===== src/sv/barometric_pressure_compensation_top_macros.svh =====
// ----------------------------------------------------------------------------
// Assertion macros for the barometric pressure compensation block
// Concurrent checks clocked on clk and held off while arst_n is low.
// ----------------------------------------------------------------------------
`ifndef BAROMETRIC_PRESSURE_COMPENSATION_TOP_MACROS_SVH
`define BAROMETRIC_PRESSURE_COMPENSATION_TOP_MACROS_SVH
`ifndef SYNTHESIS
`define BPC_ASSERT_IMP(lbl, ante, cons) \
	lbl: assert property (@(posedge clk) disable iff (!arst_n) (ante) |-> (cons)) \
		else $error("bpc: same-cycle check failed");
`define BPC_ASSERT_NXT(lbl, ante, cons) \
	lbl: assert property (@(posedge clk) disable iff (!arst_n) (ante) |=> (cons)) \
		else $error("bpc: next-cycle check failed");
`else
`define BPC_ASSERT_IMP(lbl, ante, cons)
`define BPC_ASSERT_NXT(lbl, ante, cons)
`endif
`endif


===== src/sv/bpc_pkg.sv =====
`timescale 1ns / 1ps
// ----------------------------------------------------------------------------
// bpc_pkg
// Shared types, constants and helpers of the pressure compensation pipeline.
// ----------------------------------------------------------------------------
package bpc_pkg;

	localparam int DataW    = 32;
	localparam int CfgAddrW = 5;
	localparam int CfgDataW = 64;

	typedef enum logic [1:0] {
		REG_AC123 = 2'd0,
		REG_AC456 = 2'd1,
		REG_B1B2  = 2'd2,
		REG_MCMD  = 2'd3
	} reg_idx_t;

	localparam logic [31:0] T_ROUND   = 32'd8;
	localparam logic [31:0] B6_OFFSET = 32'd4000;
	localparam logic [31:0] B3_ROUND  = 32'd2;
	localparam logic [31:0] B4_BIAS   = 32'd32768;
	localparam logic [31:0] B7_SCALE  = 32'd50000;
	localparam logic [31:0] P_C1      = 32'd3038;
	localparam logic [31:0] P_C2      = 32'hFFFF_E343;
	localparam logic [31:0] P_C3      = 32'd3791;
	localparam logic [31:0] T_MIN     = 32'hFFFF_8000;
	localparam logic [31:0] T_MAX     = 32'h0000_7FFF;
	localparam logic [31:0] P_MAX     = 32'd262143;

	typedef struct packed {
		logic [15:0] ac1;
		logic [15:0] ac2;
		logic [15:0] ac3;
		logic [15:0] ac4;
		logic [15:0] ac5;
		logic [15:0] ac6;
		logic [15:0] b1;
		logic [15:0] b2;
		logic [15:0] mc;
		logic [15:0] md;
	} coef_t;

	typedef struct packed {
		logic [31:0] x1;
		logic [15:0] up;
		logic        neg;
		logic        fault;
	} div1_side_t;

	typedef struct packed {
		logic [15:0] temp;
		logic        post_dbl;
		logic        fault;
	} div2_side_t;

	function automatic logic [31:0] sx16(input logic [15:0] v);
		return {{16{v[15]}}, v};
	endfunction

	function automatic logic [31:0] asr(input logic [31:0] a, input int unsigned s);
		return 32'($signed(a) >>> s);
	endfunction

endpackage


===== src/sv/bpc_div.sv =====
`timescale 1ns / 1ps
// ----------------------------------------------------------------------------
// bpc_div
// Pipelined restoring unsigned divider, one quotient bit per stage.
// ----------------------------------------------------------------------------
module bpc_div import bpc_pkg::*; #(
	parameter int W  = DataW,
	parameter int SW = 1
) (
	input  logic          clk,
	input  logic          arst_n,
	input  logic          en,
	input  logic          in_valid,
	input  logic [W-1:0]  num,
	input  logic [W-1:0]  den,
	input  logic [SW-1:0] side_in,
	output logic          out_valid,
	output logic [W-1:0]  quo,
	output logic [SW-1:0] side_out
);

	logic [W-1:0]  rem_s  [W];
	logic [W-1:0]  nsh_s  [W];
	logic [W-1:0]  den_s  [W];
	logic [SW-1:0] side_s [W];
	logic          vld_s  [W];

	logic [W-1:0] cur_rem [W];
	logic [W-1:0] cur_nsh [W];
	logic [W-1:0] cur_den [W];
	logic [W:0]   trial   [W];
	logic [W-1:0] nx_rem  [W];
	logic [W-1:0] nx_nsh  [W];

	always_comb begin
		cur_rem[0] = '0;
		cur_nsh[0] = num;
		cur_den[0] = den;
		for (int k = 1; k < W; k++) begin
			cur_rem[k] = rem_s[k-1];
			cur_nsh[k] = nsh_s[k-1];
			cur_den[k] = den_s[k-1];
		end
		for (int k = 0; k < W; k++) begin
			trial[k] = {cur_rem[k], cur_nsh[k][W-1]};
			if (trial[k] >= {1'b0, cur_den[k]}) begin
				nx_rem[k] = W'(trial[k] - {1'b0, cur_den[k]});
				nx_nsh[k] = {cur_nsh[k][W-2:0], 1'b1};
			end else begin
				nx_rem[k] = trial[k][W-1:0];
				nx_nsh[k] = {cur_nsh[k][W-2:0], 1'b0};
			end
		end
	end

	always_ff @(posedge clk or negedge arst_n) begin
		if (!arst_n) begin
			for (int k = 0; k < W; k++) vld_s[k] <= 1'b0;
		end else if (en) begin
			vld_s[0] <= in_valid;
			for (int k = 1; k < W; k++) vld_s[k] <= vld_s[k-1];
		end
	end

	always_ff @(posedge clk) begin
		if (en) begin
			side_s[0] <= side_in;
			for (int k = 1; k < W; k++) side_s[k] <= side_s[k-1];
			for (int k = 0; k < W; k++) begin
				rem_s[k] <= nx_rem[k];
				nsh_s[k] <= nx_nsh[k];
				den_s[k] <= cur_den[k];
			end
		end
	end

	assign out_valid = vld_s[W-1];
	assign quo       = nsh_s[W-1];
	assign side_out  = side_s[W-1];

endmodule


===== config.mk =====
export PLATFORM = sky130hd
export DESIGN_NAME = bpc_div
export DESIGN_NICKNAME = d
export VERILOG_FILES = /design/src/sv/barometric_pressure_compensation_top_macros.svh /design/src/sv/bpc_pkg.sv /design/src/sv/bpc_div.sv
export SDC_FILE = /design/constraint.sdc
export NUM_CORES = 2
export LEC_CHECK = 0
export BUFFER_PORTS_ARGS = -buffer_cell sky130_fd_sc_hd__clkbuf_2
export CELL_PAD_IN_SITES_DETAIL_PLACEMENT = 1
export CELL_PAD_IN_SITES_GLOBAL_PLACEMENT = 1
export CORE_UTILIZATION = 30
export CTS_BUF_LIST = sky130_fd_sc_hd__clkbuf_4 sky130_fd_sc_hd__clkbuf_8
export DETAILED_ROUTE_END_ITERATION = 10
export PLACE_DENSITY_LB_ADDON = 0.1
export SKIP_CTS_REPAIR_TIMING = 1
export SYNTH_ARGS = -nofsm -noshare
export SYNTH_HDL_FRONTEND = slang
export SYNTH_SLANG_ARGS = --single-unit
export TNS_END_PERCENT = 1

===== constraint.sdc =====
create_clock -name clk -period 5 [get_ports clk]
set_clock_uncertainty 0.15 [all_clocks]
set_input_delay 1 -clock clk [delete_from_list [all_inputs] [get_ports clk]]
set_output_delay 1 -clock clk [all_outputs]
set_load 0.05 [all_outputs]

=== Word-level counts from Yosys, hierarchy flattened ===
Memory sizes are Yosys's and may differ from the RTL's.
Index checks and enable logic that the tools add are counted.

* Flip-flop bits (word level): 32
* Bits in latches: 0
* Memory bits (writable): 3104
* ROM bits: 0
* Input port bits: 69
* Output and inout port bits: 34
* Memories kept: 4

* Add/sub/neg operators: 32
* Multipliers: 0
* Div/mod/pow operators: 0
* Magnitude comparators: 32
* Equality and inequality tests: 0
* Shifts and indexed selects: 0
* Muxes and demuxes: 66
* Bitwise logic cells: 0
* Reductions and logical operators: 0

{| class="wikitable"
|+ Memory list
! name !! depth !! bits a word !! rd ports !! clocked after memory_dff !! write ports !! RTL line !! text
|-
| den_s || 32 || 32 || 31 || 0 || 32 || bpc_div.sv:24 || <nowiki>logic [W-1:0] den_s [W];</nowiki>
|-
| nsh_s || 32 || 32 || 32 || 0 || 32 || bpc_div.sv:23 || <nowiki>logic [W-1:0] nsh_s [W];</nowiki>
|-
| rem_s || 32 || 32 || 31 || 0 || 32 || bpc_div.sv:22 || <nowiki>logic [W-1:0] rem_s [W];</nowiki>
|-
| side_s || 32 || 1 || 32 || 0 || 32 || bpc_div.sv:25 || <nowiki>logic [SW-1:0] side_s [W];</nowiki>
|}

{| class="wikitable"
|+ Operator list
! cell !! number
|-
| 2-to-1 mux 32 bit || 32
|-
| >= comparator 33 x 32 -> 1 bit || 31
|-
| subtractor 32 bit || 31
|-
| 2-to-1 mux 1 bit || 34
|-
| >= comparator 1 x 32 -> 1 bit || 1
|-
| subtractor 1 x 32 -> 32 bit || 1
|}

=== Logic depth before layout (Yosys ltp) ===
An unclocked memory read counts as a cell.

* Depth in word-level cells: 3
* Gate-level depth with buffers: 16
* Depth with buffers taken out: 14

=== Worst setup path before layout ===
Ideal clock, no wire load.

* Kind: reg2reg
* From: memory den_s[1][225] in the netlist's numbering
* To: memory rem_s[1][283] in the netlist's numbering, data pin
* Setup time: 260 ps
* Arrival time: 3295 ps
* Data required time: 4590 ps
* Path slack: 1295 ps
* Stages on the path, launching flop included: 15
* Clock period less this slack: 3705 ps
* Cell sequence: edfxtp_1 > inv_1 > ha_1 > nor2b_4 > o31a_1 > or3_1 > and3_1 > o21a_1 > o31ai_4 > o21ai_2 > a21oi_2 > o21ai_2 > a211oi_4 > buf_6 > mux2_2

{| class="wikitable"
|+ RTL lines
! what !! RTL line
|-
| start: declaration || bpc_div.sv:24
|-
| end: declaration || bpc_div.sv:22
|}

==> summary.txt <==
Run status
  • Status: completed

Global routing
  • Pin count of the biggest net entering global routing: roughly 120
  • Antenna violations before repair: 20
  • First-pass GRT wire length: approximately 640 mm
  • Global Route Usage Sum: about 16%
  • GRT overflow: 0
  • Number of global-route vias before repair: ~100k

Power and ir drop
  • Sw frac: a little under two fifths
  • Comb pwr share: around 43%
  • Pint: between 70 and 80 mW
  • Clock power frac: between 20% and 30%
  • Flop pwr share: 35.5%
  • Static leakage: between 70 and 80 nW
  • VDD IR max: 0.352 mV
  • Sw power: 43.5 mW
  • Power Density: 648 mW/mm2

Worst setup path
  • R2r setup slk: between 0.2 and 0.3 ns
  • Critical path startpoint: den_s[0][215]
  • CP max FO: 33
  • Critical-path cell list: inv_1 -> ha_1 -> nand2_1 -> nor2_1 -> nand3_1 -> or3_1 -> nor4_1 -> buf_4 -> nor3_1 -> o211ai_1 -> a21o_1 -> a211oi_4 -> buf_12 -> mux2_2
  • Slowest cell delay on critical path: roughly 1.0 ns
  • Worst Setup Start Kind: flip-flop
  • Critical Path AT: around 5.4 ns
  • RR Endpoint: rem_s[0][228]
  • Cell count along the critical path: 14
  • Worst Path Class, Setup: flip-flop to flip-flop
  • Slowest-stage cell, CP: nor4_1
  • Delay-heaviest family, CP: simple AND/OR/NAND/NOR gates
  • WP buf/inv: 3
  • End point of the critical path: rem_s[0][228]
  • R2R Path Start: den_s[0][215]
  • CP Capture Type: flip-flop
  • R2R cell count: 14
  • Critical Path RT: between 5 and 6 ns

Finish
  • Fin nets: ~14,000
  • Most frequent cells in the layout: edfxtp_1 (3,040), inv_1 (1,237), a21oi_1 (1,000)
  • Synth-to-Final Area Change: 14.4%
  • Commonest non-fill, non-tap cell in the layout: edfxtp_1
  • Share of cells above drive strength 1: between 10 and 15%
  • Layout Cells excl Fill: approximately 20,000
  • Fillers: approximately 55,000

Logic synthesis
  • Top FF cell, synth: edfxtp_1
  • Netlist cell types: approximately 110
  • EDFF count, synth: a little over 3,000
  • Syn Inst Count: approximately 12,000
  • Async set or reset register ratio after synthesis: between 1 and 1.5%
  • Mapped Area: around 0.16 mm2
  • Syn_area_per_cell: 12.5 um2
  • Syn. warnings: 0
  • Synthesized net count: ~14,000
  • Seq/Total Area, Yosys: 59.3%
  • #FFs+latches synth: roughly 3,000

Detailed routing
  • Drt initial violations: about 6,000
  • Vias per cell: between 4 and 5
  • Max Used Layer: met5
  • WL/cell: between 20 and 25 um
  • Vias: 98,819
  • DRT Pass-1 Iters: 5
  • WL met2: around 190 mm
  • Post-DRT Antenna Nets: 0
  • M1 WL: 212 mm
  • DR DRC count: 0
  • Routed wl met3: between 15 and 20 mm
  • WL final: between 400 and 500 mm

Placed design
  • Final Wtd Congestion: about 0.85
  • Hpwl dp: between 300 and 400 mm
  • Buffers on Ports: ~100
  • Placed insts: 19,354

Die
  • Die ar.: between 0.5 and 0.6 mm2
  • Core area: approximately 0.51 mm2
  • I/O pin count: a little over 100
  • Chip Width: 722 um
  • Starting Density: a little under a third
  • Die Ht: about 720 um
  • Std cell rows: 263

STA
  • Unrepaired setup endpoints after global routing: no
  • Relative slew slack: 19.7%
  • Fin. max-slew vios: 0
  • Worst-Margin Slew: ~1.2 ns
  • Post-route minimum period: around 4.7 ns
  • Setup violators final: 0
  • Setup TNS: 0 ns
  • Hold Vio Cnt, Final: 0
  • Fin crit share: between 90% and 100%
  • Peak Freq: 0.212 GHz

CTS
  • Number of CTS-inserted buffers: approximately 590
  • CTS Buffer Depth: 4
  • Clk sinks: between 3,000 and 4,000
  • Clk Latency, worst-skew pair: between 1 and 1.5 ns
  • CTS root buffer: clkbuf_8
  • CTS tree: yes
  • Clock transition at the registers of the reported paths: 0.06 ns
  • H-tree Lvls: 6

Worst hold path
  • Hold crit path type: input port to flip-flop

Job
  • Max-Cap Viols: 0
-- registers in the layout, summed over array words and instances (netlist names) --
name and count:
side_s 32, out_valid 1, vld_s 31, rem_s 992
nsh_s 1024, den_s 992
-- layer usage --
layer  global-route usage [%]  vias up
li1                         -    47524
met1                     23.1    49197
met2                     24.6     1492
met3                     2.20      604
met4                     3.78        2
met5                        0        -
-- worst min-delay path by stage --
| stage | start | endpoint | cells past startpoint |
|---|---|---|---|
| 2_1_floorplan | nsh_s[0][67] | nsh_s[0][100] | 0 |
| 3_3_place_gp | nsh_s[1][272] | nsh_s[1][305] | 0 |
| 3_5_place_dp | nsh_s[1][10] | nsh_s[1][43] | 0 |
| 4_1_cts | arst_n | vld_s[2] | 1 |
| 5_1_grt | num[31] | rem_s[0][0] | 3 |
| 6_report | num[31] | rem_s[0][0] | 3 |
-- power groups by stage --
stage / logic [mW] / registers, mW / clock network (mW)
after global placement: 48.4 / 41.7 / 0
after floorplan: 36.1 / 39.0 / 0
after CTS: 49.6 / 41.2 / 26.1
after global routing: 54.8 / 41.6 / 27.0
after detailed placement: 49.2 / 41.6 / 0
final: 49.4 / 40.9 / 24.8
-- worst min-delay path: cells and delay by family --
family / cells / cell delay [ns]
muxes: 1 / 0.08
buffers and inverters: 2 / 0.14
-- cell type report --
type | instances | area (um2) | share of cell area (%)
antenna | 15 | 37.5 | 0.0211
clock buffer | 781 | 9590 | 5.40
multi-input combinational | 7868 | 57600 | 32.4
tap | 6890 | 8620 | 4.85
inverter | 1238 | 4650 | 2.61
timing repair buffer | 351 | 3250 | 1.83
sequential | 3072 | 92100 | 51.8
clock inverter | 239 | 1860 | 1.04
-- synth_stat cells, types with 52 or more instances --
master	count	area share (%)
nor2_1	645	1.6
nand3_1	167	0.54
a31oi_1	102	0.41
nand2b_1	113	0.45
nand2_1	694	1.7
nor3_1	114	0.37
and3_1	81	0.33
buf_2	52	0.17
edfxtp_1	3040	59
o21a_1	172	0.83
nand4_1	176	0.71
xnor2_1	513	2.9
xor2_1	313	1.8
inv_1	1237	3.0
o21ai_0	646	2.1
ha_1	994	8.0
o31ai_1	73	0.35
mux2_2	502	3.6
a211oi_1	62	0.30
nor2b_1	138	0.56
a21oi_1	1002	3.2
o21bai_1	136	0.66
clkbuf_1	198	0.48
a21o_1	470	2.3
-- per-stage QoR --
stage / worst slack, ns / total power, mW / hold WS (ns) / utilization (%) / instance area [um2]
5_1_grt: 0.000155 / 123 / 0.00509 / 34.5 / 178000
2_1_floorplan: 1.30 / 75.1 / 0.250 / - / 155000
6_report: 0.275 / 115 / 0.0939 / 34.6 / 178000
4_1_cts: 0.190 / 117 / -0.437 / 34.4 / 177000
3_3_place_gp: 0.281 / 90.1 / 0.250 / 32.2 / 166000
3_5_place_dp: 0.222 / 90.8 / 0.255 / 32.2 / 166000
-- kinds of logic after synthesis --
kind of cell | share of synthesized area [%]
AND/OR/NAND/NOR | 7.11
adder cells (fa/ha/maj) | 8.39
XOR/XNOR | 4.66
flip-flops | 59.3
multiplexers | 4.06
buffers and inverters | 3.77
AO/OA/AOI/OAI | 12.8
Note: power is estimated with default switching activity, not from simulation.
