## config.mk

```make
export PLATFORM = sky130hd
export DESIGN_NAME = bpc_back
export DESIGN_NICKNAME = d
export VERILOG_FILES = /design/src/sv/barometric_pressure_compensation_top_macros.svh /design/src/sv/bpc_pkg.sv /design/src/sv/bpc_back.sv
export SDC_FILE = /design/constraint.sdc
export NUM_CORES = 2
export LEC_CHECK = 0
export ABC_CLOCK_PERIOD_IN_PS = 12800
export BUFFER_PORTS_ARGS = -buffer_cell sky130_fd_sc_hd__clkbuf_2
export CORE_ASPECT_RATIO = 0.8
export CORE_MARGIN = 2
export CORE_UTILIZATION = 45
export CTS_CLUSTER_SIZE = 8
export DETAILED_ROUTE_END_ITERATION = 6
export GPL_TIMING_DRIVEN = 0
export PLACE_DENSITY = 0.62
export SYNTH_ARGS = -nofsm -noshare
export SYNTH_HDL_FRONTEND = slang
export SYNTH_SLANG_ARGS = --single-unit
```

## constraint.sdc

```tcl
create_clock -name clk -period 12.8 [get_ports clk]
set_input_delay 2.56 -clock clk [delete_from_list [all_inputs] [get_ports clk]]
set_output_delay 2.56 -clock clk [all_outputs]
set_load 0.02 [all_outputs]
```

## src/sv/barometric_pressure_compensation_top_macros.svh

```systemverilog
// ----------------------------------------------------------------------------
// Assertion macros for the barometric pressure compensation block
// Concurrent checks clocked on clk and held off while arst_n is low.
// ----------------------------------------------------------------------------
`ifndef BAROMETRIC_PRESSURE_COMPENSATION_TOP_MACROS_SVH
`define BAROMETRIC_PRESSURE_COMPENSATION_TOP_MACROS_SVH
`ifndef SYNTHESIS
`define BPC_ASSERT_IMP(lbl, ante, cons) \
	lbl: assert property (@(posedge clk) disable iff (!arst_n) (ante) |-> (cons)) \
		else $error("bpc: same-cycle check failed");
`define BPC_ASSERT_NXT(lbl, ante, cons) \
	lbl: assert property (@(posedge clk) disable iff (!arst_n) (ante) |=> (cons)) \
		else $error("bpc: next-cycle check failed");
`else
`define BPC_ASSERT_IMP(lbl, ante, cons)
`define BPC_ASSERT_NXT(lbl, ante, cons)
`endif
`endif

```

## src/sv/bpc_pkg.sv

```systemverilog
`timescale 1ns / 1ps
// ----------------------------------------------------------------------------
// bpc_pkg
// Shared types, constants and helpers of the pressure compensation pipeline.
// ----------------------------------------------------------------------------
package bpc_pkg;

	localparam int DataW    = 32;
	localparam int CfgAddrW = 5;
	localparam int CfgDataW = 64;

	typedef enum logic [1:0] {
		REG_AC123 = 2'd0,
		REG_AC456 = 2'd1,
		REG_B1B2  = 2'd2,
		REG_MCMD  = 2'd3
	} reg_idx_t;

	localparam logic [31:0] T_ROUND   = 32'd8;
	localparam logic [31:0] B6_OFFSET = 32'd4000;
	localparam logic [31:0] B3_ROUND  = 32'd2;
	localparam logic [31:0] B4_BIAS   = 32'd32768;
	localparam logic [31:0] B7_SCALE  = 32'd50000;
	localparam logic [31:0] P_C1      = 32'd3038;
	localparam logic [31:0] P_C2      = 32'hFFFF_E343;
	localparam logic [31:0] P_C3      = 32'd3791;
	localparam logic [31:0] T_MIN     = 32'hFFFF_8000;
	localparam logic [31:0] T_MAX     = 32'h0000_7FFF;
	localparam logic [31:0] P_MAX     = 32'd262143;

	typedef struct packed {
		logic [15:0] ac1;
		logic [15:0] ac2;
		logic [15:0] ac3;
		logic [15:0] ac4;
		logic [15:0] ac5;
		logic [15:0] ac6;
		logic [15:0] b1;
		logic [15:0] b2;
		logic [15:0] mc;
		logic [15:0] md;
	} coef_t;

	typedef struct packed {
		logic [31:0] x1;
		logic [15:0] up;
		logic        neg;
		logic        fault;
	} div1_side_t;

	typedef struct packed {
		logic [15:0] temp;
		logic        post_dbl;
		logic        fault;
	} div2_side_t;

	function automatic logic [31:0] sx16(input logic [15:0] v);
		return {{16{v[15]}}, v};
	endfunction

	function automatic logic [31:0] asr(input logic [31:0] a, input int unsigned s);
		return 32'($signed(a) >>> s);
	endfunction

endpackage

```

## src/sv/bpc_back.sv

```systemverilog
`timescale 1ns / 1ps
// ----------------------------------------------------------------------------
// bpc_back
// Pressure correction polynomial, clamping and fault zeroing of the result.
// ----------------------------------------------------------------------------
module bpc_back import bpc_pkg::*; (
	input  logic        clk,
	input  logic        arst_n,
	input  logic        en,
	input  logic        in_valid,
	input  logic [31:0] quo,
	input  div2_side_t  side_in,
	output logic        out_valid,
	output logic [15:0] temp,
	output logic [17:0] pres,
	output logic        fault
);

	logic        vld_s1, vld_s2, vld_s3;
	logic [31:0] p_c, a_c;
	logic [31:0] p_s1, sq_s1, pn_s1, p_s2, px_s2, x2_s2;
	logic [15:0] temp_s1, temp_s2, temp_s3;
	logic        flt_s1, flt_s2, flt_s3;
	logic [17:0] pres_s3;
	logic [31:0] pr_c;
	logic [17:0] pclamp_c;

	always_comb begin
		p_c  = side_in.post_dbl ? quo << 1 : quo;
		a_c  = asr(p_c, 8);
		pr_c = p_s2 + asr(asr(px_s2, 16) + x2_s2 + P_C3, 4);
		if (pr_c[31]) begin
			pclamp_c = '0;
		end else if (pr_c > P_MAX) begin
			pclamp_c = P_MAX[17:0];
		end else begin
			pclamp_c = pr_c[17:0];
		end
	end

	always_ff @(posedge clk or negedge arst_n) begin
		if (!arst_n) begin
			vld_s1 <= 1'b0;
			vld_s2 <= 1'b0;
			vld_s3 <= 1'b0;
		end else if (en) begin
			vld_s1 <= in_valid;
			vld_s2 <= vld_s1;
			vld_s3 <= vld_s2;
		end
	end

	always_ff @(posedge clk) begin
		if (en) begin
			p_s1    <= p_c;
			sq_s1   <= a_c * a_c;
			pn_s1   <= P_C2 * p_c;
			temp_s1 <= side_in.temp;
			flt_s1  <= side_in.fault;

			p_s2    <= p_s1;
			px_s2   <= sq_s1 * P_C1;
			x2_s2   <= asr(pn_s1, 16);
			temp_s2 <= temp_s1;
			flt_s2  <= flt_s1;

			temp_s3 <= flt_s2 ? 16'd0 : temp_s2;
			pres_s3 <= flt_s2 ? 18'd0 : pclamp_c;
			flt_s3  <= flt_s2;
		end
	end

	assign out_valid = vld_s3;
	assign temp      = temp_s3;
	assign pres      = pres_s3;
	assign fault     = flt_s3;

endmodule

```

# After elaboration in Yosys (flattened, before gate mapping)
# Index checks and enable logic that the tools add are counted.
word_totals:
  ff_bits: 247
  latchBits: 0
  ramBits: 0
  romBits: 0
  in_bits: 54
  output_inout_bits: 36
  elab_cells: 26
  memories: 0
op_classes:
  add_sub_neg: 3
  n_mul: 3
  div: 0
  magnitude_cmp: 1
  eq_ne: 0
  shifts: 0
  n_mux: 2
  bitwise_logic: 0
  reduce_logical: 1
ops:
  columns: ["op", "n"]
  rows:
  - ["adder 32 bit", 1]
  - ["greater-than comparator 32 x 18 -> 1 bit (second input constant)", 1]
  - ["multiplier 14 x 32 -> 32 bit (first input constant)", 1]
  - ["multiplier 24 x 24 -> 32 bit", 1]
  - ["multiplier 32 x 11 -> 31 bit (second input constant)", 1]
  - ["two-way mux 32 bit", 1]
  - ["adder 17 x 13 -> 18 bit (second input constant)", 1]
  - ["two-way mux 18 bit", 1]
  - ["adder 16 x 16 -> 17 bit", 1]
  - ["OR reduction 2 bit", 1]

# Longest topological paths before layout
depth:
  word_depth: 5
  mapped_depth: 33

# Worst setup path before layout
# No wires, ideal clock.
synth_path:
  path_kind: "input to register"
  startpoint: "input port side_in[1] (netlist bit)"
  endpoint: "register sq_s1[30], data pin"
  setup_time_ns: 0.260
  arrival_ns: 10.068
  required_time_ns: 12.540
  path_slack_ns: 2.473
  path_stages: 30
  path_buffers: 3
  path_cell_list: "clkbuf_1 > buf_2 > buf_1 > mux2i_1 > clkinv_1 > ha_1 > xor2_1 > ha_1 > a21o_1 > fa_1 > inv_1 > fa_1 > fa_1 > inv_1 > fa_1 > fa_1 > inv_1 > fa_1 > inv_1 > ha_1 > a21o_1 > a21o_1 > a21oi_1 > o211ai_1 > a211oi_1 > o31ai_1 > o41ai_1 > o21bai_1 > a21oi_1 > xnor2_1"
synth_via:
  elab_chain_len: 2
synth_lines:
  columns: ["item", "line", "text"]
  rows:
  - ["from (decl)", "bpc_back.sv:12", "input div2_side_t side_in,"]
  - ["two-way mux 32 bit", "bpc_back.sv:29", "p_c = side_in.post_dbl ? quo << 1 : quo;"]
  - ["net p_c[17]", "bpc_back.sv:20", "logic [31:0] p_c, a_c;"]
  - ["multiplier 24 x 24 -> 32 bit", "bpc_back.sv:56", "sq_s1 <= a_c * a_c;"]
  - ["to (signal assigned)", "bpc_back.sv:56", null]
  - ["to (decl)", "bpc_back.sv:21", "logic [31:0] p_s1, sq_s1, pn_s1, p_s2, px_s2, x2_s2;"]
# The timed path passes the listed nets, and every way through them passes these cells.
# A chain may end at the register's enable or synchronous reset.

# Final worst setup path
# Same ends and word-level chain as after synthesis.

==> Flow_metrics.wiki <==
{| class="wikitable"
! Metric !! Value
|-
| Run status || finished clean
|-
| Critical path arrival || approximately 13 ns
|-
| Fraction of final layout cells sized beyond drive strength 1 || 0.05181
|-
| Cells on Worst Hold Path || 0
|-
| FILL cells || 6327
|-
| Initial standard-cell utilization of the core || 0.4550
|-
| Post-synthesis register bit count || 213
|-
| Number of antenna-violating nets in the routed design || 0
|-
| Cell variety after synth || 76
|-
| Post-CTS Hold Buffers || 0
|-
| Worst Setup Start Kind || input port
|-
| Unrepaired setup endpoints after global routing || no
|-
| I/O Buffers || 88
|-
| Via count of the first global-routing pass || 21450
|-
| DIE AREA || 71880 um2
|-
| R2R Setup Slk || about 6.4 ns
|-
| DP Wirelength || 60.94 mm
|-
| Hold worst-path end || p_s2[28]$_DFFE_PP_
|-
| Number of H-tree levels || 1
|-
| Element type at the critical path end || flip-flop
|-
| Site Rows || 86
|-
| Leftover overflow at the end of global routing || 0
|-
| Yosys warns || 0
|-
| Proportion of register bits with asynchronous set or reset after synthesis || 0.01408
|-
| Hold crit path type || flip-flop to flip-flop
|-
| Required time of the critical path || 13.12 ns
|-
| Number of max-slew violations in the final report || 0
|-
| Worst setup slack after layout || roughly 0.47 ns
|-
| Vias per std cell || a little over 5
|-
| Number of buffers between clock root and the deepest sink || 3
|-
| Wire length of the first global-routing pass || 117.5 mm
|-
| Largest fanout of any net on the critical path || 12
|-
| Wirelength, routed || between 70 and 80 mm
|-
| Tcrit/Tclk final || 0.9631
|-
| Worst Path Class, Setup || input port to flip-flop
|-
| Diode count || 0
|-
| Max-Cap Viols || 0
|-
| Gate Count Post-Synth || roughly 2900
|-
| Multi-input gate area || 21580 um2
|-
| Global routing usage summed across all routing layers || 0.2120
|-
| Critical hold path startpoint || p_s1[28]$_DFFE_PP_
|-
| Total iterations of the first detailed-routing run || 5
|-
| Main flop type after synthesis || edfxtp_1
|-
| Synth Cell Area || 31380 um2
|-
| Number of cells on the worst reg-to-reg path || 18
|-
| TritonCTS clock tree || done
|-
| Average routed wire per standard cell || 18.21 um
|-
| Slew HR || 0.04639
|-
| Net total in the final layout || 4076
|-
| RR Endpoint || px_s2[31]$_DFFE_PP_
|-
| Clock network latency to the later pin of the worst-skew pair || 0.57 ns
|-
| Post-layout min period || 12.33 ns
|-
| Number of buffers added by the clock tree synthesis step || 30
|-
| Chip Width || between 200 and 300 um
|-
| Weighted congestion at the end of routability-driven global placement || 0.9590
|-
| Number of DRC markers after the initial detailed-route iteration || 1259
|-
| Number of flops mapped to enable cells by yosys || 210
|-
| Final clock skew || around 0.012 ns
|-
| Worst-Margin Slew || around 1.4 ns
|-
| Clock tree root buffer cell || clkbuf_16
|-
| Clk slew on worst S/H paths || ~0.050 ns
|-
| Vias || 20100
|-
| Number of setup violations in the final report || 0
|-
| Area growth, synth to finish || 7.922%
|-
| Pin count of the biggest net entering global routing || 116
|-
| Sequential cell area || 6381 um2
|-
| Die height || around 240 um
|-
| Placeable Area || 68970 um2
|-
| Reg-to-reg critical path startpoint || sq_s1[6]$_DFFE_PP_
|-
| Boundary pin count || 90
|-
| Final count of hold timing violations || 0
|-
| Drt drc || 0
|-
| Share of the yosys chip area belonging to registers || 0.2033
|-
| Worst slack at placement || -0.09494 ns
|-
| Num Clock Sinks || approximately 210
|-
| Number of buffers inserted to repair setup after CTS || 0
|-
| Mapped Avg Cell Area || 10.71 um2
|-
| Number of antenna violations at the first check in global routing || 0
|-
| Maximum operating frequency || 81.12 MHz
|}
-- cell usage in the layout, fill, tap and decap left out, types with 30 or more instances in the layout --
cell | Yosys | final
a21oi_1 | 58 | 58
clkbuf_1 | 26 | 41
edfxtp_1 | 210 | 210
mux2i_1 | 33 | 31
nand2_1 | 130 | 130
ha_1 | 407 | 407
nor2b_1 | 31 | 31
inv_1 | 858 | 858
o21ai_0 | 32 | 32
fa_1 | 560 | 560
nor2_1 | 163 | 163
o21a_1 | 40 | 40
xnor2_1 | 108 | 108
a21o_1 | 37 | 37
clkbuf_16 | 0 | 30
clkbuf_2 | 1 | 88
-- cell usage after synthesis, types with 4 or more instances --
cell type	count	area (um2)
nor3b_1	6	45.04
fa_1	560	11210
nand4_1	7	43.79
mux2i_1	33	330.3
and2_1	6	37.54
nor2b_1	31	193.9
nand2_1	130	488.0
mux2_2	4	45.04
clkinv_1	8	30.03
o21bai_1	9	67.56
edfxtp_1	210	6306
o2111ai_1	4	35.03
nor3_1	21	105.1
o21a_1	40	300.3
xor2_1	29	254.0
inv_1	858	3221
a21o_1	37	277.8
xnor2_1	108	945.9
or3_1	4	25.02
a21oi_1	58	290.3
o211ai_1	4	30.03
ha_1	407	5092
o31ai_1	7	52.55
and3_1	7	43.79
nand2b_1	14	87.58
o21ai_0	32	160.2
a211oi_1	14	105.1
or2_2	10	62.56
nand3_1	7	35.03
clkbuf_1	26	97.59
nor2_1	163	611.8
o31a_1	6	52.55
o211a_1	4	40.04
-- metal layers --
layer | vias to the layer above | GRT usage | wire (um)
met5 | - | 0 | 0
met2 | 519 | 0.3258 | 32130
met1 | 10200 | 0.3071 | 33380
li1 | 9277 | - | -
met4 | 0 | 0.05424 | 1938
met3 | 104 | 0.04310 | 5263
-- per-stage QoR --
step           area (um2)  utilization  setup TNS (ns)  hold WS, ns  std cells
6_report            33870       0.4910               0       0.4100       3993
5_1_grt             33870       0.4910               0       0.4166       3993
4_1_cts             33870       0.4910               0       0.4133       3993
3_5_place_dp        33040       0.4790        -0.09494       0.4045       3947
3_3_place_gp        32990       0.4783        -0.04703       0.4003       3945
2_1_floorplan       31390            -               0       0.4003       2933
-- critical path: stages --
cell	delay, ns
clkbuf_1	0.25
buf_2	0.36
buf_1	0.55
mux2i_1	1.07
clkinvlp_4	0.82
nand2_1	0.31
inv_1	0.09
fa_1	0.47
fa_1	0.49
inv_1	0.05
fa_1	0.49
fa_1	0.52
inv_1	0.05
fa_1	0.48
fa_1	0.49
inv_1	0.05
fa_1	0.48
inv_1	0.04
ha_1	0.32
a21o_1	0.17
a21oi_1	0.26
o211ai_1	0.21
a211oi_1	0.55
o31ai_1	0.24
o41ai_1	0.44
o21bai_1	0.23
a21oi_1	0.31
xnor2_1	0.27
-- what timing repair did --
item	CTS	global route
endpoints found under the hold margin	0	0
endpoints found under the setup margin	0	1
resized for setup	0	1
-- state kept, by name (all words and copies together) (netlist names) --
register and flops:
fault 1, temp 16, p_s1 32, flt_s1 1, vld_s2 1, pn_s1 16
px_s2 16, x2_s2 16, temp_s2 16, vld_s1 1, temp_s1 16, pres 18
out_valid 1, p_s2 32, sq_s1 29, flt_s2 1
-- worst max path at each step --
stage               startpoint                   to  cells past startpoint
floorplan           side_in[1]  sq_s1[30]$_DFFE_PP_                     30
global placement    side_in[1]  sq_s1[30]$_DFFE_PP_                     27
detailed placement  side_in[1]  sq_s1[30]$_DFFE_PP_                     28
CTS                 side_in[1]  sq_s1[30]$_DFFE_PP_                     28
global route        side_in[1]  sq_s1[30]$_DFFE_PP_                     28
finish              side_in[1]  sq_s1[30]$_DFFE_PP_                     28
-- kinds of logic (layout without fill, tap and decap cells) --
| family | count (synthesis) | after routing | synth area share |
|---|---|---|---|
| other cells | 1 | 3 | 0.0001195 |
| fa+ha+maj | 968 | 968 | 0.5198 |
| flops | 213 | 213 | 0.2033 |
| buf+inv | 903 | 1039 | 0.1094 |
| xor+xnor | 138 | 138 | 0.03899 |
| simple gates | 418 | 418 | 0.06032 |
| mux | 37 | 37 | 0.01196 |
| compound gates | 253 | 253 | 0.05602 |
-- final cells by class --
class | instances | area share
multi-input combinational | 1817 | 0.6372
sequential | 213 | 0.1884
inverter | 867 | 0.09620
tap | 924 | 0.03414
clock buffer | 45 | 0.02383
timing repair buffer | 90 | 0.01441
buffer | 36 | 0.005320
clock inverter | 1 | 0.0004803
Power is not shown: default switching activity piles up to over one toggle a cycle in this logic, so the estimate is an artifact.
