[config.mk]
export PLATFORM = sky130hd
export DESIGN_NAME = bpc_front
export DESIGN_NICKNAME = d
export VERILOG_FILES = /design/src/sv/barometric_pressure_compensation_top_macros.svh /design/src/sv/bpc_pkg.sv /design/src/sv/bpc_front.sv
export SDC_FILE = /design/constraint.sdc
export NUM_CORES = 1
export LEC_CHECK = 0
export ABC_AREA = 1
export BUFFER_PORTS_ARGS = -buffer_cell sky130_fd_sc_hd__buf_4
export CAP_MARGIN = 15
export CORE_MARGIN = 1
export CORE_UTILIZATION = 55
export DETAILED_ROUTE_END_ITERATION = 8
export PLACE_DENSITY = 0.77
export SLEW_MARGIN = 20
export SYNTH_ARGS = -nofsm -noshare
export SYNTH_HDL_FRONTEND = slang
export SYNTH_SLANG_ARGS = --single-unit
[constraint.sdc]
create_clock -name clk -period 16.9 [get_ports clk]
set_input_delay 0.845 -clock clk [delete_from_list [all_inputs] [get_ports clk]]
set_output_delay 0.845 -clock clk [all_outputs]
set_load 0.005 [all_outputs]
[src/sv/barometric_pressure_compensation_top_macros.svh]
// ----------------------------------------------------------------------------
// Assertion macros for the barometric pressure compensation block
// Concurrent checks clocked on clk and held off while arst_n is low.
// ----------------------------------------------------------------------------
`ifndef BAROMETRIC_PRESSURE_COMPENSATION_TOP_MACROS_SVH
`define BAROMETRIC_PRESSURE_COMPENSATION_TOP_MACROS_SVH
`ifndef SYNTHESIS
`define BPC_ASSERT_IMP(lbl, ante, cons) \
	lbl: assert property (@(posedge clk) disable iff (!arst_n) (ante) |-> (cons)) \
		else $error("bpc: same-cycle check failed");
`define BPC_ASSERT_NXT(lbl, ante, cons) \
	lbl: assert property (@(posedge clk) disable iff (!arst_n) (ante) |=> (cons)) \
		else $error("bpc: next-cycle check failed");
`else
`define BPC_ASSERT_IMP(lbl, ante, cons)
`define BPC_ASSERT_NXT(lbl, ante, cons)
`endif
`endif

[src/sv/bpc_pkg.sv]
`timescale 1ns / 1ps
// ----------------------------------------------------------------------------
// bpc_pkg
// Shared types, constants and helpers of the pressure compensation pipeline.
// ----------------------------------------------------------------------------
package bpc_pkg;

	localparam int DataW    = 32;
	localparam int CfgAddrW = 5;
	localparam int CfgDataW = 64;

	typedef enum logic [1:0] {
		REG_AC123 = 2'd0,
		REG_AC456 = 2'd1,
		REG_B1B2  = 2'd2,
		REG_MCMD  = 2'd3
	} reg_idx_t;

	localparam logic [31:0] T_ROUND   = 32'd8;
	localparam logic [31:0] B6_OFFSET = 32'd4000;
	localparam logic [31:0] B3_ROUND  = 32'd2;
	localparam logic [31:0] B4_BIAS   = 32'd32768;
	localparam logic [31:0] B7_SCALE  = 32'd50000;
	localparam logic [31:0] P_C1      = 32'd3038;
	localparam logic [31:0] P_C2      = 32'hFFFF_E343;
	localparam logic [31:0] P_C3      = 32'd3791;
	localparam logic [31:0] T_MIN     = 32'hFFFF_8000;
	localparam logic [31:0] T_MAX     = 32'h0000_7FFF;
	localparam logic [31:0] P_MAX     = 32'd262143;

	typedef struct packed {
		logic [15:0] ac1;
		logic [15:0] ac2;
		logic [15:0] ac3;
		logic [15:0] ac4;
		logic [15:0] ac5;
		logic [15:0] ac6;
		logic [15:0] b1;
		logic [15:0] b2;
		logic [15:0] mc;
		logic [15:0] md;
	} coef_t;

	typedef struct packed {
		logic [31:0] x1;
		logic [15:0] up;
		logic        neg;
		logic        fault;
	} div1_side_t;

	typedef struct packed {
		logic [15:0] temp;
		logic        post_dbl;
		logic        fault;
	} div2_side_t;

	function automatic logic [31:0] sx16(input logic [15:0] v);
		return {{16{v[15]}}, v};
	endfunction

	function automatic logic [31:0] asr(input logic [31:0] a, input int unsigned s);
		return 32'($signed(a) >>> s);
	endfunction

endpackage

[src/sv/bpc_front.sv]
`timescale 1ns / 1ps
// ----------------------------------------------------------------------------
// bpc_front
// Temperature front end: forms x1, the divide operand magnitudes and the quotient sign.
// ----------------------------------------------------------------------------
module bpc_front import bpc_pkg::*; (
	input  logic        clk,
	input  logic        arst_n,
	input  logic        en,
	input  logic        in_valid,
	input  logic [15:0] raw_t,
	input  logic [15:0] raw_p,
	input  coef_t       coef,
	output logic        out_valid,
	output logic [31:0] num,
	output logic [31:0] den,
	output div1_side_t  side
);

	logic        vld_s1, vld_s2, vld_s3, vld_s4;
	logic [31:0] d_s1, m_s2, x1_s3, dv_s3, num_s3;
	logic [15:0] up_s1, up_s2, up_s3;
	logic [31:0] x1_c, dv_c, num_c;
	logic [31:0] num_s4, den_s4;
	div1_side_t  side_s4;

	always_comb begin
		x1_c  = asr(m_s2, 15);
		dv_c  = x1_c + sx16(coef.md);
		num_c = sx16(coef.mc) << 11;
	end

	always_ff @(posedge clk or negedge arst_n) begin
		if (!arst_n) begin
			vld_s1 <= 1'b0;
			vld_s2 <= 1'b0;
			vld_s3 <= 1'b0;
			vld_s4 <= 1'b0;
		end else if (en) begin
			vld_s1 <= in_valid;
			vld_s2 <= vld_s1;
			vld_s3 <= vld_s2;
			vld_s4 <= vld_s3;
		end
	end

	always_ff @(posedge clk) begin
		if (en) begin
			d_s1          <= {16'd0, raw_t} - {16'd0, coef.ac6};
			up_s1         <= raw_p;
			m_s2          <= d_s1 * {16'd0, coef.ac5};
			up_s2         <= up_s1;
			x1_s3         <= x1_c;
			dv_s3         <= dv_c;
			num_s3        <= num_c;
			up_s3         <= up_s2;
			num_s4        <= num_s3[31] ? 32'd0 - num_s3 : num_s3;
			den_s4        <= dv_s3[31] ? 32'd0 - dv_s3 : dv_s3;
			side_s4.x1    <= x1_s3;
			side_s4.up    <= up_s3;
			side_s4.neg   <= num_s3[31] ^ dv_s3[31];
			side_s4.fault <= (dv_s3 == 32'd0);
		end
	end

	assign out_valid = vld_s4;
	assign num       = num_s4;
	assign den       = den_s4;
	assign side      = side_s4;

endmodule

== Word level (Yosys, flattened, before mapping) ==
Index checks and enable logic that the tools add are counted.

* Reduce and logical (&&, ||, !) cells: 1
* Bitwise operators: 1
* Mux-type cells: 2
* $add $sub $neg: 4
* Multiply operators: 1

{| class="wikitable"
|+ Operator list
! kind !! number
|-
| 31-bit two-way mux || 2
|-
| 32-bit logical NOT || 1
|-
| 32-bit by 16-bit multiplier with 32-bit output || 1
|-
| 1-bit by 32-bit subtractor with 32-bit output, first input constant || 1
|-
| 1-bit by 27-bit subtractor with 28-bit output, first input constant || 1
|-
| 17-bit by 16-bit adder with 18-bit output || 1
|-
| 16-bit by 16-bit subtractor with 17-bit output || 1
|-
| 1-bit bitwise XOR || 1
|}

* Register bits: 280
* Logic and storage cells: 30
* Output and inout bits: 115
* Bits of input ports: 196

== Longest topological paths before layout ==
Gate-level depths: netlist of run 1.

* Depth after elaboration: 2
* Mapped depth: 28
* Gate-level depth less buffers: 26

== Worst setup path before layout of run 1 ==
Ideal clock, no wire load.

* Path kind: in2reg
* Start: in coef[87] (netlist name)
* End: reg m_s2[31], data pin
* Path slack: 10,811 ps
* Setup time: 253 ps
* Stages on the path: 21
* Buffers on the path: 2
* Arrival time: 5,836 ps
* Data required time: 16,647 ps
* Cell sequence: clkbuf_1 clkbuf_1 nand2_1 fa_1 fa_1 inv_1 fa_1 fa_1 inv_1 fa_1 fa_1 inv_1 ha_1 nand2_1 inv_1 nand2_1 nand2_1 a21oi_1 nand3_1 nand2_1 nand2_1

* Cells in the longest elaborated chain, start to end: 1

{| class="wikitable"
|+ Ends and longest elaborated chain
! what !! line !! RTL
|-
| start, declared || bpc_front.sv:13 || <nowiki>input coef_t coef,</nowiki>
|-
| 32-bit by 16-bit multiplier with 32-bit output || bpc_front.sv:51 || <nowiki>m_s2 <= d_s1 * {16'd0, coef.ac5};</nowiki>
|-
| end signal, assigned || bpc_front.sv:51 ||
|-
| end, declared || bpc_front.sv:21 || <nowiki>logic [31:0] d_s1, m_s2, x1_s3, dv_s3, num_s3;</nowiki>
|}

Every way passes these cells.
A chain may end at the register's enable or synchronous reset.

==> results of run 1 <==
-- through the flow --
stage,instances,hold WS (ns)
after floorplan,2137,0.4003
after global placement,2705,0.4001
final,2749,0.1029
after global routing,2749,0.09442
after CTS,2749,0.08609
after detailed placement,2705,0.4045
-- sequential cells by signal (all words and copies together), names as in the netlist --
| register | cells |
|---|---|
| up_s2 | 16 |
| vld_s2 | 1 |
| num_s3 | 16 |
| den | 32 |
| num | 17 |
| up_s3 | 16 |
| vld_s3 | 1 |
| vld_s1 | 1 |
| x1_s3 | 17 |
| side | 35 |
| d_s1 | 17 |
| dv_s3 | 18 |
| up_s1 | 16 |
| out_valid | 1 |
| m_s2 | 17 |
-- cell type report --
cell class | count | area (µm²)
clock buffer | 27 | 611.8
clock inverter | 17 | 178.9
fill | 2853 | 13170
inverter | 533 | 2001
multi-input combinational | 1286 | 10880
sequential | 221 | 6616
tap | 461 | 576.8
timing repair buffer | 204 | 1539
-- kinds of logic (layout without fill, tap and decap cells) --
family	Yosys count	count (layout)	synth area share (%)
adders and majority gates	368	368	33.38
other	1	26	0.01885
DFF	221	221	33.26
buffers and inverters	630	781	12.52
and+or+nand+nor	684	684	13.87
xor gates and xnor gates	68	68	3.032
AOI/OAI and AO/OA	140	140	3.913
-- cell usage in the layout (no fill, tap or decap), types with 3 or more instances in the layout --
cell type / n
sky130_fd_sc_hd__a21o_1: 5
sky130_fd_sc_hd__a21oi_1: 68
sky130_fd_sc_hd__a31oi_1: 5
sky130_fd_sc_hd__buf_4: 203
sky130_fd_sc_hd__clkbuf_1: 3
sky130_fd_sc_hd__clkbuf_16: 24
sky130_fd_sc_hd__clkinv_2: 4
sky130_fd_sc_hd__conb_1: 26
sky130_fd_sc_hd__dfrtp_1: 4
sky130_fd_sc_hd__edfxtp_1: 217
sky130_fd_sc_hd__fa_1: 271
sky130_fd_sc_hd__ha_1: 97
sky130_fd_sc_hd__inv_1: 532
sky130_fd_sc_hd__inv_8: 3
sky130_fd_sc_hd__nand2_1: 505
sky130_fd_sc_hd__nand2_2: 7
sky130_fd_sc_hd__nand3_1: 49
sky130_fd_sc_hd__nand3b_1: 6
sky130_fd_sc_hd__nand4_1: 13
sky130_fd_sc_hd__nor2_1: 82
sky130_fd_sc_hd__nor3_1: 11
sky130_fd_sc_hd__nor3_2: 3
sky130_fd_sc_hd__nor4_1: 4
sky130_fd_sc_hd__o211ai_1: 3
sky130_fd_sc_hd__o21a_1: 5
sky130_fd_sc_hd__o21ai_0: 33
sky130_fd_sc_hd__o21ai_1: 7
sky130_fd_sc_hd__o21ai_2: 3
sky130_fd_sc_hd__o21bai_1: 5
sky130_fd_sc_hd__o31ai_1: 3
sky130_fd_sc_hd__xnor2_1: 17
sky130_fd_sc_hd__xor2_1: 50
-- worst paths after layout --
path,to,depth (start not counted)
worst max-delay path,m_s2[27],20
worst min-delay path,vld_s3,1
worst max register to register,m_s2[27],20
worst min register to register,side[24],0
max in group asynchronous,out_valid,1
min in group clk,side[24],0
-- layer usage --
layer,up-vias,GRT usage [%]
li1,6620,-
met2,485,42.07
met1,6849,29.71
met5,-,0
met3,98,2.668
met4,0,8.268
==> summary.log, run 1 <==
[run_status] status complete, no violations
[clock_tree] sink count of the clock tree 221
[clock_tree] clock tree from TritonCTS built
[clock_tree] clk root buf sky130_fd_sc_hd__clkbuf_16
[routing] met2 routed WL 21,100 µm
[worst_hold_path] worst min path class input pin to async pin
[placement] Post-DP Area 21,610 µm²
[timing] final setup violation count 0
[timing] share of the clock period used by the worst path after layout 38.41%
[layout] final cell area excluding filler cells 22,400 µm²
[setup_path] startpoint of the most critical setup path d_s1[30]
[logic_synthesis] most frequent cells after synthesis sky130_fd_sc_hd__inv_1, sky130_fd_sc_hd__nand2_1, sky130_fd_sc_hd__fa_1, sky130_fd_sc_hd__edfxtp_1, sky130_fd_sc_hd__ha_1
[setup_path] crit-path leading delay family adder cells
[die] area inside the core boundary 35,570 µm²
[timing] post-route setup slack 10.41 ns
[timing] final number of max-transition violations 0
[setup_path] biggest fanout along the worst timing path 17
[setup_path] most common cell type on the critical path sky130_fd_sc_hd__fa_1
[routing] residual antenna-violating net count after detailed routing 0
[die] area of the die 36,930 µm²
[setup_path] slowest stage cell on the critical path sky130_fd_sc_hd__fa_1
[logic_synthesis] Yosys top cell by area sky130_fd_sc_hd__edfxtp_1
[setup_path] Arr. time, crit path 6.75 ns
[timing] final setup skew 0.01080 ns
[layout] area added between synthesis and finish 12.62%
[timing] unrepaired setup endpoints after global routing no
[setup_path] WP buf/inv 5
[global_routing] via count of the first global-routing pass 14,720
[global_routing] wire length of the first global-routing pass 68,940 µm
[die] io pins 311
[clock_tree] cts-stage hold buffer count 0
[setup_path] startpoint types flip-flop
[routing] routed vias 14,050
[logic_synthesis] synthesized instance count 2,112
[timing] Sum Neg Setup Slack 0 ns
[global_routing] total grt overflow 0
[clock_tree] clock-pin slew of the registers on the worst-case setup and hold paths 0.06 ns
[global_routing] maximum number of pins on one net before global-route repair 156
[timing] actual slew at the worst max-slew pin 1.056 ns
[routing] total detailed-routing wirelength 41,540 µm
[clock_tree] Clock Latency Late Sink 0.52 ns
[placement] detailed-placement wirelength estimate 33,280 µm
[die] horizontal extent of the die 192.2 µm
[layout] Total Nets Final 2,834
[routing] met1 routed wirelength after detailed routing 16,560 µm
[layout] Post-Route Utilization 62.98%
[routing] average routed wire per standard cell 15.11 µm
[timing] maximum clock rate 0.1540 GHz
[clock_tree] number of buffers created by CTS 24
[placement] RD Place Congestion 0.8790
[logic_synthesis] sequential element share of the synthesized area 33.26%
[logic_synthesis] number of storage elements in the synthesis netlist 221
[timing] final count of hold timing violations 0
[layout] Antenna diodes 0
[logic_synthesis] fraction of synthesized cell area taken by the top area cell type 32.76%
[logic_synthesis] yosys synthesis warning count 0
[global_routing] Overall Global Routing Usage 23.63%
[routing] highest routing layer actually used met4
[logic_synthesis] combined area of all synthesized cells 19,890 µm²
[clock_tree] clk buf depth 3
[logic_synthesis] Post-synth EDFFs 217
[timing] final worst path period need 6.492 ns
[setup_path] cell-by-cell listing of the critical path nand2_1, inv_1, fa_1, inv_1, fa_1, inv_1, fa_1, fa_1, fa_1, inv_1, fa_1, inv_1, ha_1, nand2_1, nor2_1, nand2_1, nor4_1, nand2_1, nand3_1, nand2_1
[clock_tree] post-CTS repair timing setup buffer count 0
[routing] routed vias/inst 5.112
[die] standard-cell rows 69
[logic_synthesis] most frequently used flop master after synthesis sky130_fd_sc_hd__edfxtp_1
[logic_synthesis] average footprint of a synthesized cell 9.418 µm²
[placement] port bufs 203
[setup_path] Register-to-Register Setup Slack 10.41 ns
[routing] count of unresolved DRC violations after routing 0
[logic_synthesis] number of distinct library cell variants in the gate-level netlist after synthesis 38
[setup_path] critical register-to-register path startpoint d_s1[30]
[flow_run] Max Cap Viol 0
[layout] share of layout cells above drive strength 1 11.41%
[setup_path] delay of the slowest cell on the worst path 0.77 ns
[die] Die Ht 192.2 µm
[die] effective utilization at floorplan 55.92%
[setup_path] Worst Path Class, Setup flip-flop to flip-flop
[routing] length of the first detailed-routing pass in iterations 5
[logic_synthesis] leading post-synthesis cells by cell area sky130_fd_sc_hd__edfxtp_1, sky130_fd_sc_hd__fa_1, sky130_fd_sc_hd__inv_1, sky130_fd_sc_hd__nand2_1, sky130_fd_sc_hd__ha_1
[clock_tree] PostCTS Resize Cnt 0
[logic_synthesis] Synth async-reset ratio 1.810%
[setup_path] Crit. End Element flip-flop
[routing] Iter 0 DRT Violations 874
[global_routing] antenna violations before repair 0
[placement] worst slack at placement 10.20 ns
[timing] Rel. slew slack 29.58%
[clock_tree] H-tree depth 1
[logic_synthesis] top-count cell post-synth sky130_fd_sc_hd__inv_1
[setup_path] Required @ worst endpoint 17.16 ns
[routing] routed length on met3 2514 µm
Power of run 1 is left out: the tool's default activity adds up to more than one toggle a clock period on the data nets, which glitch-free logic cannot reach.
==> run 2: changes to the inputs <==
- CORE_UTILIZATION: 55 -> 53
- clock period: 16.9 -> 5.65 ns (I/O delays scaled with it)
==> run 2 against run 1 <==
  * First-iteration DRC count fell by 25%
  * Critical path type unchanged
  * Clock-buffer cell count is 4 higher
  * Register-to-register slack got worse by 10 ns
  * Die area is 3.7% higher
  * Worst hold slack worse by 0.070 ns
  * Routed wire length grew 3.4%
  * Sequential share of layout area down 1.7 points
  * Cell area increased by 6.1%
  * Cell count grew 4.2%
==> summary.log, run 2 (synthesized netlist as in run 1, its figures left out) <==
[placement] port bufs 203 [unchanged]
[setup_path] WP buf/inv 4 [-1]
[routing] Iter 0 DRT Violations 652 [-25%]
[clock_tree] sink count of the clock tree 221 [unchanged]
[flow_run] Max Cap Viol 0 [unchanged]
[die] io pins 311 [unchanged]
[setup_path] Crit. End Element flip-flop
[setup_path] worst r2r path cells 18 [-10%]
[routing] routed vias 14,460 [+2.9%]
[die] area inside the core boundary 36,790 µm² [+3.4%]
[routing] residual antenna-violating net count after detailed routing 0 [unchanged]
[run_status] status complete, no violations
[global_routing] Overall Global Routing Usage 23.26% [-0.37 points]
[layout] max reg flops 35 [unchanged]
[setup_path] Worst Path Class, Setup flip-flop to flip-flop
[setup_path] biggest fanout along the worst timing path 6 [-11]
[worst_hold_path] end point of the worst hold path dv_s3[0]
[worst_hold_path] worst hold start coef[0]
[timing] final count of hold timing violations 0 [unchanged]
[global_routing] antenna violations before repair 0 [unchanged]
[clock_tree] H-tree depth 1 [unchanged]
[layout] Total Nets Final 2,943 [+3.8%]
[timing] final setup skew 0.02460 ns [+0.01380 ns]
[timing] Rel. slew slack 40.79% [+11 points]
[setup_path] startpoint types flip-flop
[placement] RD Place Congestion 0.9011 [+2.5%]
[setup_path] cell-by-cell listing of the critical path buf_6, buf_4, nand2_1, fa_1, fa_2, inv_4, fa_1, fa_1, fa_1, fa_1, ha_2, nand2_1, nor2_1, inv_1, nor2_1, nand3_1, nand4_1, nand2_1
[die] standard-cell rows 70 [+1.4%]
[clock_tree] Clock Latency Late Sink 0.55 ns [+0.03 ns]
[layout] share of layout cells above drive strength 1 16.69% [+5.3 points]
[setup_path] Required @ worst endpoint 5.92 ns [-11.24 ns]
[timing] final number of max-transition violations 0 [unchanged]
[setup_path] crit-path leading delay family adder cells
[clock_tree] clk buf depth 3 [unchanged]
[timing] actual slew at the worst max-slew pin 0.8881 ns [-0.1681 ns]
[timing] share of the clock period used by the worst path after layout 97.40% [+59 points]
[clock_tree] number of buffers created by CTS 25 [+4.2%]
[routing] total detailed-routing wirelength 42,960 µm [+3.4%]
[timing] unrepaired setup endpoints after global routing yes
[die] area of the die 38,310 µm² [+3.7%]
[setup_path] slowest stage cell on the critical path sky130_fd_sc_hd__fa_2
[setup_path] Worst R2R End m_s2[25]
[worst_hold_path] worst min path class input pin to flip-flop
[setup_path] Register-to-Register Setup Slack 0.15 ns [-10.26 ns]
[routing] count of unresolved DRC violations after routing 0 [unchanged]
[placement] detailed-placement wirelength estimate 33,680 µm [+1.2%]
[setup_path] delay of the slowest cell on the worst path 0.63 ns [-0.14 ns]
[clock_tree] clock tree from TritonCTS built
[layout] Antenna diodes 0 [unchanged]
[setup_path] most common cell type on the critical path sky130_fd_sc_hd__fa_1
[layout] most frequent cells in the layout sky130_fd_sc_hd__inv_1, sky130_fd_sc_hd__nand2_1, sky130_fd_sc_hd__buf_4, sky130_fd_sc_hd__fa_1, sky130_fd_sc_hd__edfxtp_1
[layout] area added between synthesis and finish 19.48%
[layout] most frequent standard cell in the layout excluding fill and tap cells sky130_fd_sc_hd__inv_1
[global_routing] via count of the first global-routing pass 15,220 [+3.4%]
[setup_path] Arr. time, crit path 5.77 ns [-0.98 ns]
[routing] length of the first detailed-routing pass in iterations 5 [unchanged]
[global_routing] wire length of the first global-routing pass 71,400 µm [+3.6%]
[die] horizontal extent of the die 195.7 µm [+1.8%]
[worst_hold_path] cell depth of the worst min-delay path 2
[clock_tree] clk root buf sky130_fd_sc_hd__clkbuf_16
[clock_tree] clock-pin slew of the registers on the worst-case setup and hold paths 0.06 ns [about the same]
[timing] final setup violation count 0 [unchanged]
[die] Die Ht 195.7 µm [+1.8%]
[timing] final worst path period need 5.503 ns [-0.9887 ns]
[layout] number of inserted filler cells in the final layout 2,911 [+2.0%]
[die] effective utilization at floorplan 54.07% [-1.8 points]
[timing] maximum clock rate 0.1817 GHz [+18%]
[global_routing] maximum number of pins on one net before global-route repair 120 [-23%]
[routing] average routed wire per standard cell 14.99 µm [-0.77%]
[setup_path] critical register-to-register path startpoint d_s1[30]
[global_routing] total grt overflow 0 [unchanged]
[layout] Post-Route Utilization 64.61% [+1.6 points]
[routing] routed vias/inst 5.046 [-1.3%]
[run 2: worst max path at each step]
stage,cells after the start,start,to,slack (ns)
floorplan,22,d_s1[30],m_s2[27],0.02
global placement,21,d_s1[30],m_s2[27],0.06
detailed placement,22,d_s1[30],m_s2[28],-0.03
CTS,20,d_s1[12],m_s2[22],0.04
global route,21,d_s1[30],m_s2[30],-0.07
finish,18,d_s1[30],m_s2[25],0.15
[run 2: stage by stage]
stage / TNS, ns / hold slack, ns / setup slack, ns / area (µm²) / cells
after floorplan: 0 / -0.01309 / 0.02302 / 19990 / 2137
after global placement: 0 / 0.07730 / 0.06037 / 22160 / 2772
after detailed placement: -0.03006 / 0.07913 / -0.03006 / 22160 / 2772
after CTS: 0 / 0.01130 / 0.03607 / 23310 / 2852
after global routing: -0.3508 / 0.03217 / -0.06954 / 23770 / 2865
final: 0 / 0.03331 / 0.1468 / 23770 / 2865
[run 2: layer usage]
layer	GRT usage, %	up-vias	share of wire, %
met4	9.115	0	3.8
met2	41.68	480	50
met1	28.75	7018	40
met5	0	-	0
met3	2.785	123	5.5
li1	-	6837	-
[run 2: layout make-up]
cell class	count	area, µm²	area share [%]
Multi-Input combinational cell	1286	11230	47.26
Sequential cell	221	6616	27.84
Timing Repair Buffer	312	2537	10.68
Inverter	533	2003	8.429
Clock buffer	31	648.1	2.727
Tap cell	468	585.6	2.464
Clock inverter	14	143.9	0.6055
[run 2: what timing repair did]
action | in CTS | in global routing
hold buffers | 34 | 0
gates resized for setup | 1 | 86
endpoints found under the hold margin | 37 | 0
pin swaps | 0 | 25
cloned | 0 | 1
setup endpoints to repair | 4 | 15
buffers inserted | 1 | 12
Power of run 2 is left out for the same reason.
==> run 3: changes to the inputs <==
- ABC_AREA: 1 -> 0
- PLACE_DENSITY: 0.77 -> 0.78
==> run 3 against run 2 <==
  * The flow now finishes with violations (negative setup slack)
  * Register-to-register slack worse by 0.43 ns
  * Critical path depth unchanged
  * Cell area down 5.4%
  * Global-route usage about the same
  * Via count down 16%
  * Core utilization up 2.0 points
  * Area after synthesis down 7.8%
  * Routed wire length down 8.0%
  * Synthesized cell count down 25%
  * Worst hold slack better by 0.026 ns
  * Clock-buffer cell count down 2
  * Critical path type unchanged
==> summary.log, run 3 <==
[logic_synthesis] number of distinct library cell variants in the gate-level netlist after synthesis 55 [+45%]
[global_routing] maximum number of pins on one net before global-route repair 120 [unchanged]
[routing] residual antenna-violating net count after detailed routing 0 [unchanged]
[setup_path] WP buf/inv 3 [-1]
[clock_tree] H-tree depth 1 [unchanged]
[die] effective utilization at floorplan 54.26% [+0.19 points]
[logic_synthesis] most frequent cells after synthesis sky130_fd_sc_hd__inv_1, sky130_fd_sc_hd__fa_1, sky130_fd_sc_hd__edfxtp_1, sky130_fd_sc_hd__nand2_1, sky130_fd_sc_hd__and2_1
[timing] final setup violation count 11 [+11]
[logic_synthesis] leading post-synthesis cells by cell area sky130_fd_sc_hd__edfxtp_1, sky130_fd_sc_hd__fa_1, sky130_fd_sc_hd__ha_1, sky130_fd_sc_hd__inv_1, sky130_fd_sc_hd__and2_1
[worst_hold_path] end point of the worst hold path dv_s3[0]
[layout] number of inserted filler cells in the final layout 2,359 [-19%]
[setup_path] most common cell type on the critical path sky130_fd_sc_hd__fa_1
[setup_path] Arr. time, crit path 6.21 ns [+0.44 ns]
[timing] actual slew at the worst max-slew pin 0.8871 ns [-0.001045 ns]
[logic_synthesis] average footprint of a synthesized cell 11.62 µm² [+23%]
[routing] count of unresolved DRC violations after routing 0 [unchanged]
[setup_path] Required @ worst endpoint 5.92 ns [about the same]
[setup_path] Worst Path Class, Setup flip-flop to flip-flop
[worst_hold_path] worst hold start coef[0]
[setup_path] slowest stage cell on the critical path sky130_fd_sc_hd__fa_2
[run_status] status finished, violations left
[placement] detailed-placement wirelength estimate 30,580 µm [-9.2%]
[setup_path] Crit. End Element flip-flop
[global_routing] via count of the first global-routing pass 12,960 [-15%]
[layout] most frequent standard cell in the layout excluding fill and tap cells sky130_fd_sc_hd__buf_4
[die] area of the die 35,330 µm² [-7.8%]
[placement] port bufs 203 [unchanged]
[setup_path] startpoint types flip-flop
[flow_run] Max Cap Viol 0 [unchanged]
[setup_path] crit-path leading delay family adder cells
[timing] final number of max-transition violations 0 [unchanged]
[routing] length of the first detailed-routing pass in iterations 5 [unchanged]
[layout] most frequent cells in the layout sky130_fd_sc_hd__buf_4, sky130_fd_sc_hd__inv_1, sky130_fd_sc_hd__fa_1, sky130_fd_sc_hd__edfxtp_1, sky130_fd_sc_hd__nand2_1
[logic_synthesis] yosys synthesis warning count 0 [unchanged]
[layout] Total Nets Final 2,475 [-16%]
[layout] max reg flops 35 [unchanged]
[die] io pins 311 [unchanged]
[timing] share of the clock period used by the worst path after layout 105.1% [+7.7 points]
[setup_path] worst r2r path cells 18 [unchanged]
[timing] maximum clock rate 0.1684 GHz [-7.3%]
[setup_path] biggest fanout along the worst timing path 5 [-1]
[routing] routed vias/inst 5.087 [+0.81%]
[routing] routed vias 12,090 [-16%]
[layout] Post-Route Utilization 66.58% [+2.0 points]
[setup_path] delay of the slowest cell on the worst path 0.60 ns [-0.03 ns]
[routing] total detailed-routing wirelength 39,520 µm [-8.0%]
[clock_tree] clock-pin slew of the registers on the worst-case setup and hold paths 0.07 ns [about the same]
[global_routing] total grt overflow 0 [unchanged]
[global_routing] Overall Global Routing Usage 23.22% [-0.040 points]
[placement] number of placed instances with taps included 2,280 [-18%]
[logic_synthesis] synthesized instance count 1,577 [-25%]
[setup_path] Register-to-Register Setup Slack -0.29 ns [-0.43 ns]
[worst_hold_path] worst min path class input pin to flip-flop
[clock_tree] sink count of the clock tree 221 [unchanged]
[run_status] violated checks negative setup slack
[clock_tree] clk root buf sky130_fd_sc_hd__clkbuf_16
[logic_synthesis] combined area of all synthesized cells 18,330 µm² [-7.8%]
[clock_tree] clk buf depth 3 [unchanged]
[die] Die Ht 188.0 µm [-4.0%]
[die] horizontal extent of the die 188.0 µm [-4.0%]
[setup_path] cell-by-cell listing of the critical path and2_1, fa_1, fa_1, fa_2, fa_1, fa_1, inv_1, fa_1, inv_1, ha_4, or3_4, a211oi_2, a21o_1, nand3_2, o211a_4, buf_4, o21a_1, o31a_1
[global_routing] antenna violations before repair 1 [+1]
[logic_synthesis] fraction of synthesized cell area taken by the top area cell type 35.55% [+2.8 points]
[placement] RD Place Congestion 0.9001 [-0.11%]
[logic_synthesis] Yosys top cell by area sky130_fd_sc_hd__edfxtp_1
[timing] Rel. slew slack 39.33% [-1.5 points]
[die] area inside the core boundary 33,780 µm² [-8.2%]
[timing] final worst path period need 5.938 ns [+0.4345 ns]
[timing] final count of hold timing violations 0 [unchanged]
[routing] average routed wire per standard cell 16.63 µm [+11%]
[logic_synthesis] sequential element share of the synthesized area 36.09% [+2.8 points]
[clock_tree] clock tree from TritonCTS built
[die] standard-cell rows 67 [-4.3%]
[setup_path] Worst R2R End m_s2[28]
[layout] area added between synthesis and finish 22.70%
[routing] Iter 0 DRT Violations 815 [+25%]
[timing] post-route setup slack -0.2877 ns [-0.4345 ns]
[setup_path] critical register-to-register path startpoint d_s1[3]
[timing] final setup skew 0.01879 ns [-0.005810 ns]
[clock_tree] number of buffers created by CTS 23 [-8.0%]
[logic_synthesis] Synth async-reset ratio 1.810% [unchanged]
[layout] Final Instance Count excl. Fillers 2,376 [-17%]
[logic_synthesis] top-count cell post-synth sky130_fd_sc_hd__inv_1
[timing] unrepaired setup endpoints after global routing yes
[worst_hold_path] cell depth of the worst min-delay path 2 [unchanged]
[logic_synthesis] Post-synth EDFFs 217 [unchanged]
[timing] Sum Neg Setup Slack -1.602 ns [-1.602 ns]
[logic_synthesis] number of storage elements in the synthesis netlist 221 [unchanged]
[clock_tree] Clock Latency Late Sink 0.54 ns [about the same]
[logic_synthesis] most frequently used flop master after synthesis sky130_fd_sc_hd__edfxtp_1
[global_routing] wire length of the first global-routing pass 65,080 µm [-8.9%]
[layout] share of layout cells above drive strength 1 22.52% [+5.8 points]
==> run 3: metal layers <==
layer / vias up / GRT usage (%) / share of wire, %
li1: 5604 / - / -
met1: 5997 / 30.49 / 41
met4: 0 / 4.941 / 1.9
met5: - / 0 / 0
met2: 425 / 40.61 / 49
met3: 61 / 3.837 / 7.3
==> run 3: worst max path at each step <==
| stage | start | endpoint | slack [ns] | cells after the start |
|---|---|---|---|---|
| after floorplan | d_s1[30] | m_s2[30] | -0.07 | 22 |
| after global placement | d_s1[4] | m_s2[30] | -0.27 | 26 |
| after detailed placement | d_s1[9] | m_s2[30] | -0.37 | 21 |
| after CTS | d_s1[4] | m_s2[28] | -0.26 | 19 |
| after global routing | d_s1[10] | m_s2[31] | -0.45 | 21 |
| final | d_s1[3] | m_s2[28] | -0.29 | 18 |
==> run 3: layout make-up <==
| cell class | instances | area, µm² | share of cell area, % |
|---|---|---|---|
| inverters | 313 | 1177 | 5.234 |
| repair buffers | 353 | 2798 | 12.44 |
| flip-flops and latches | 221 | 6616 | 29.42 |
| well taps | 448 | 560.5 | 2.492 |
| clock buffers | 29 | 618.1 | 2.748 |
| clock inverters | 12 | 182.7 | 0.8121 |
| diodes | 1 | 2.502 | 0.01113 |
| multi-input cells | 999 | 10540 | 46.85 |
==> run 3: cells by family after synthesis <==
logic type	synth area share (%)
and+or+nand+nor	10.91
adders and majority gates	36.22
muxes	0.2457
buffers and inverters	8.436
AOI/OAI and AO/OA	4.307
xor gates and xnor gates	3.774
other	0.02046
DFF	36.09
==> run 3: repair_timing <==
item / 4_1_cts / 5_1_grt
hold endpoints to repair: 37 / 0
endpoints found under the setup margin: 9 / 16
hold buffers: 34 / 0
pin swaps: 16 / 9
setup buffers: 16 / 7
gates resized for setup: 33 / 31
==> run 3: stage by stage <==
step / hold WS (ns) / instance area, µm² / setup WS, ns
3_3_place_gp: 0.08103 / 20980 / -0.2665
4_1_cts: 0.03837 / 22350 / -0.2601
5_1_grt: 0.04435 / 22490 / -0.4494
3_5_place_dp: 0.08569 / 20980 / -0.3725
6_report: 0.05949 / 22490 / -0.2877
2_1_floorplan: -0.01309 / 18630 / -0.07345
Power of run 3 is left out for the same reason.
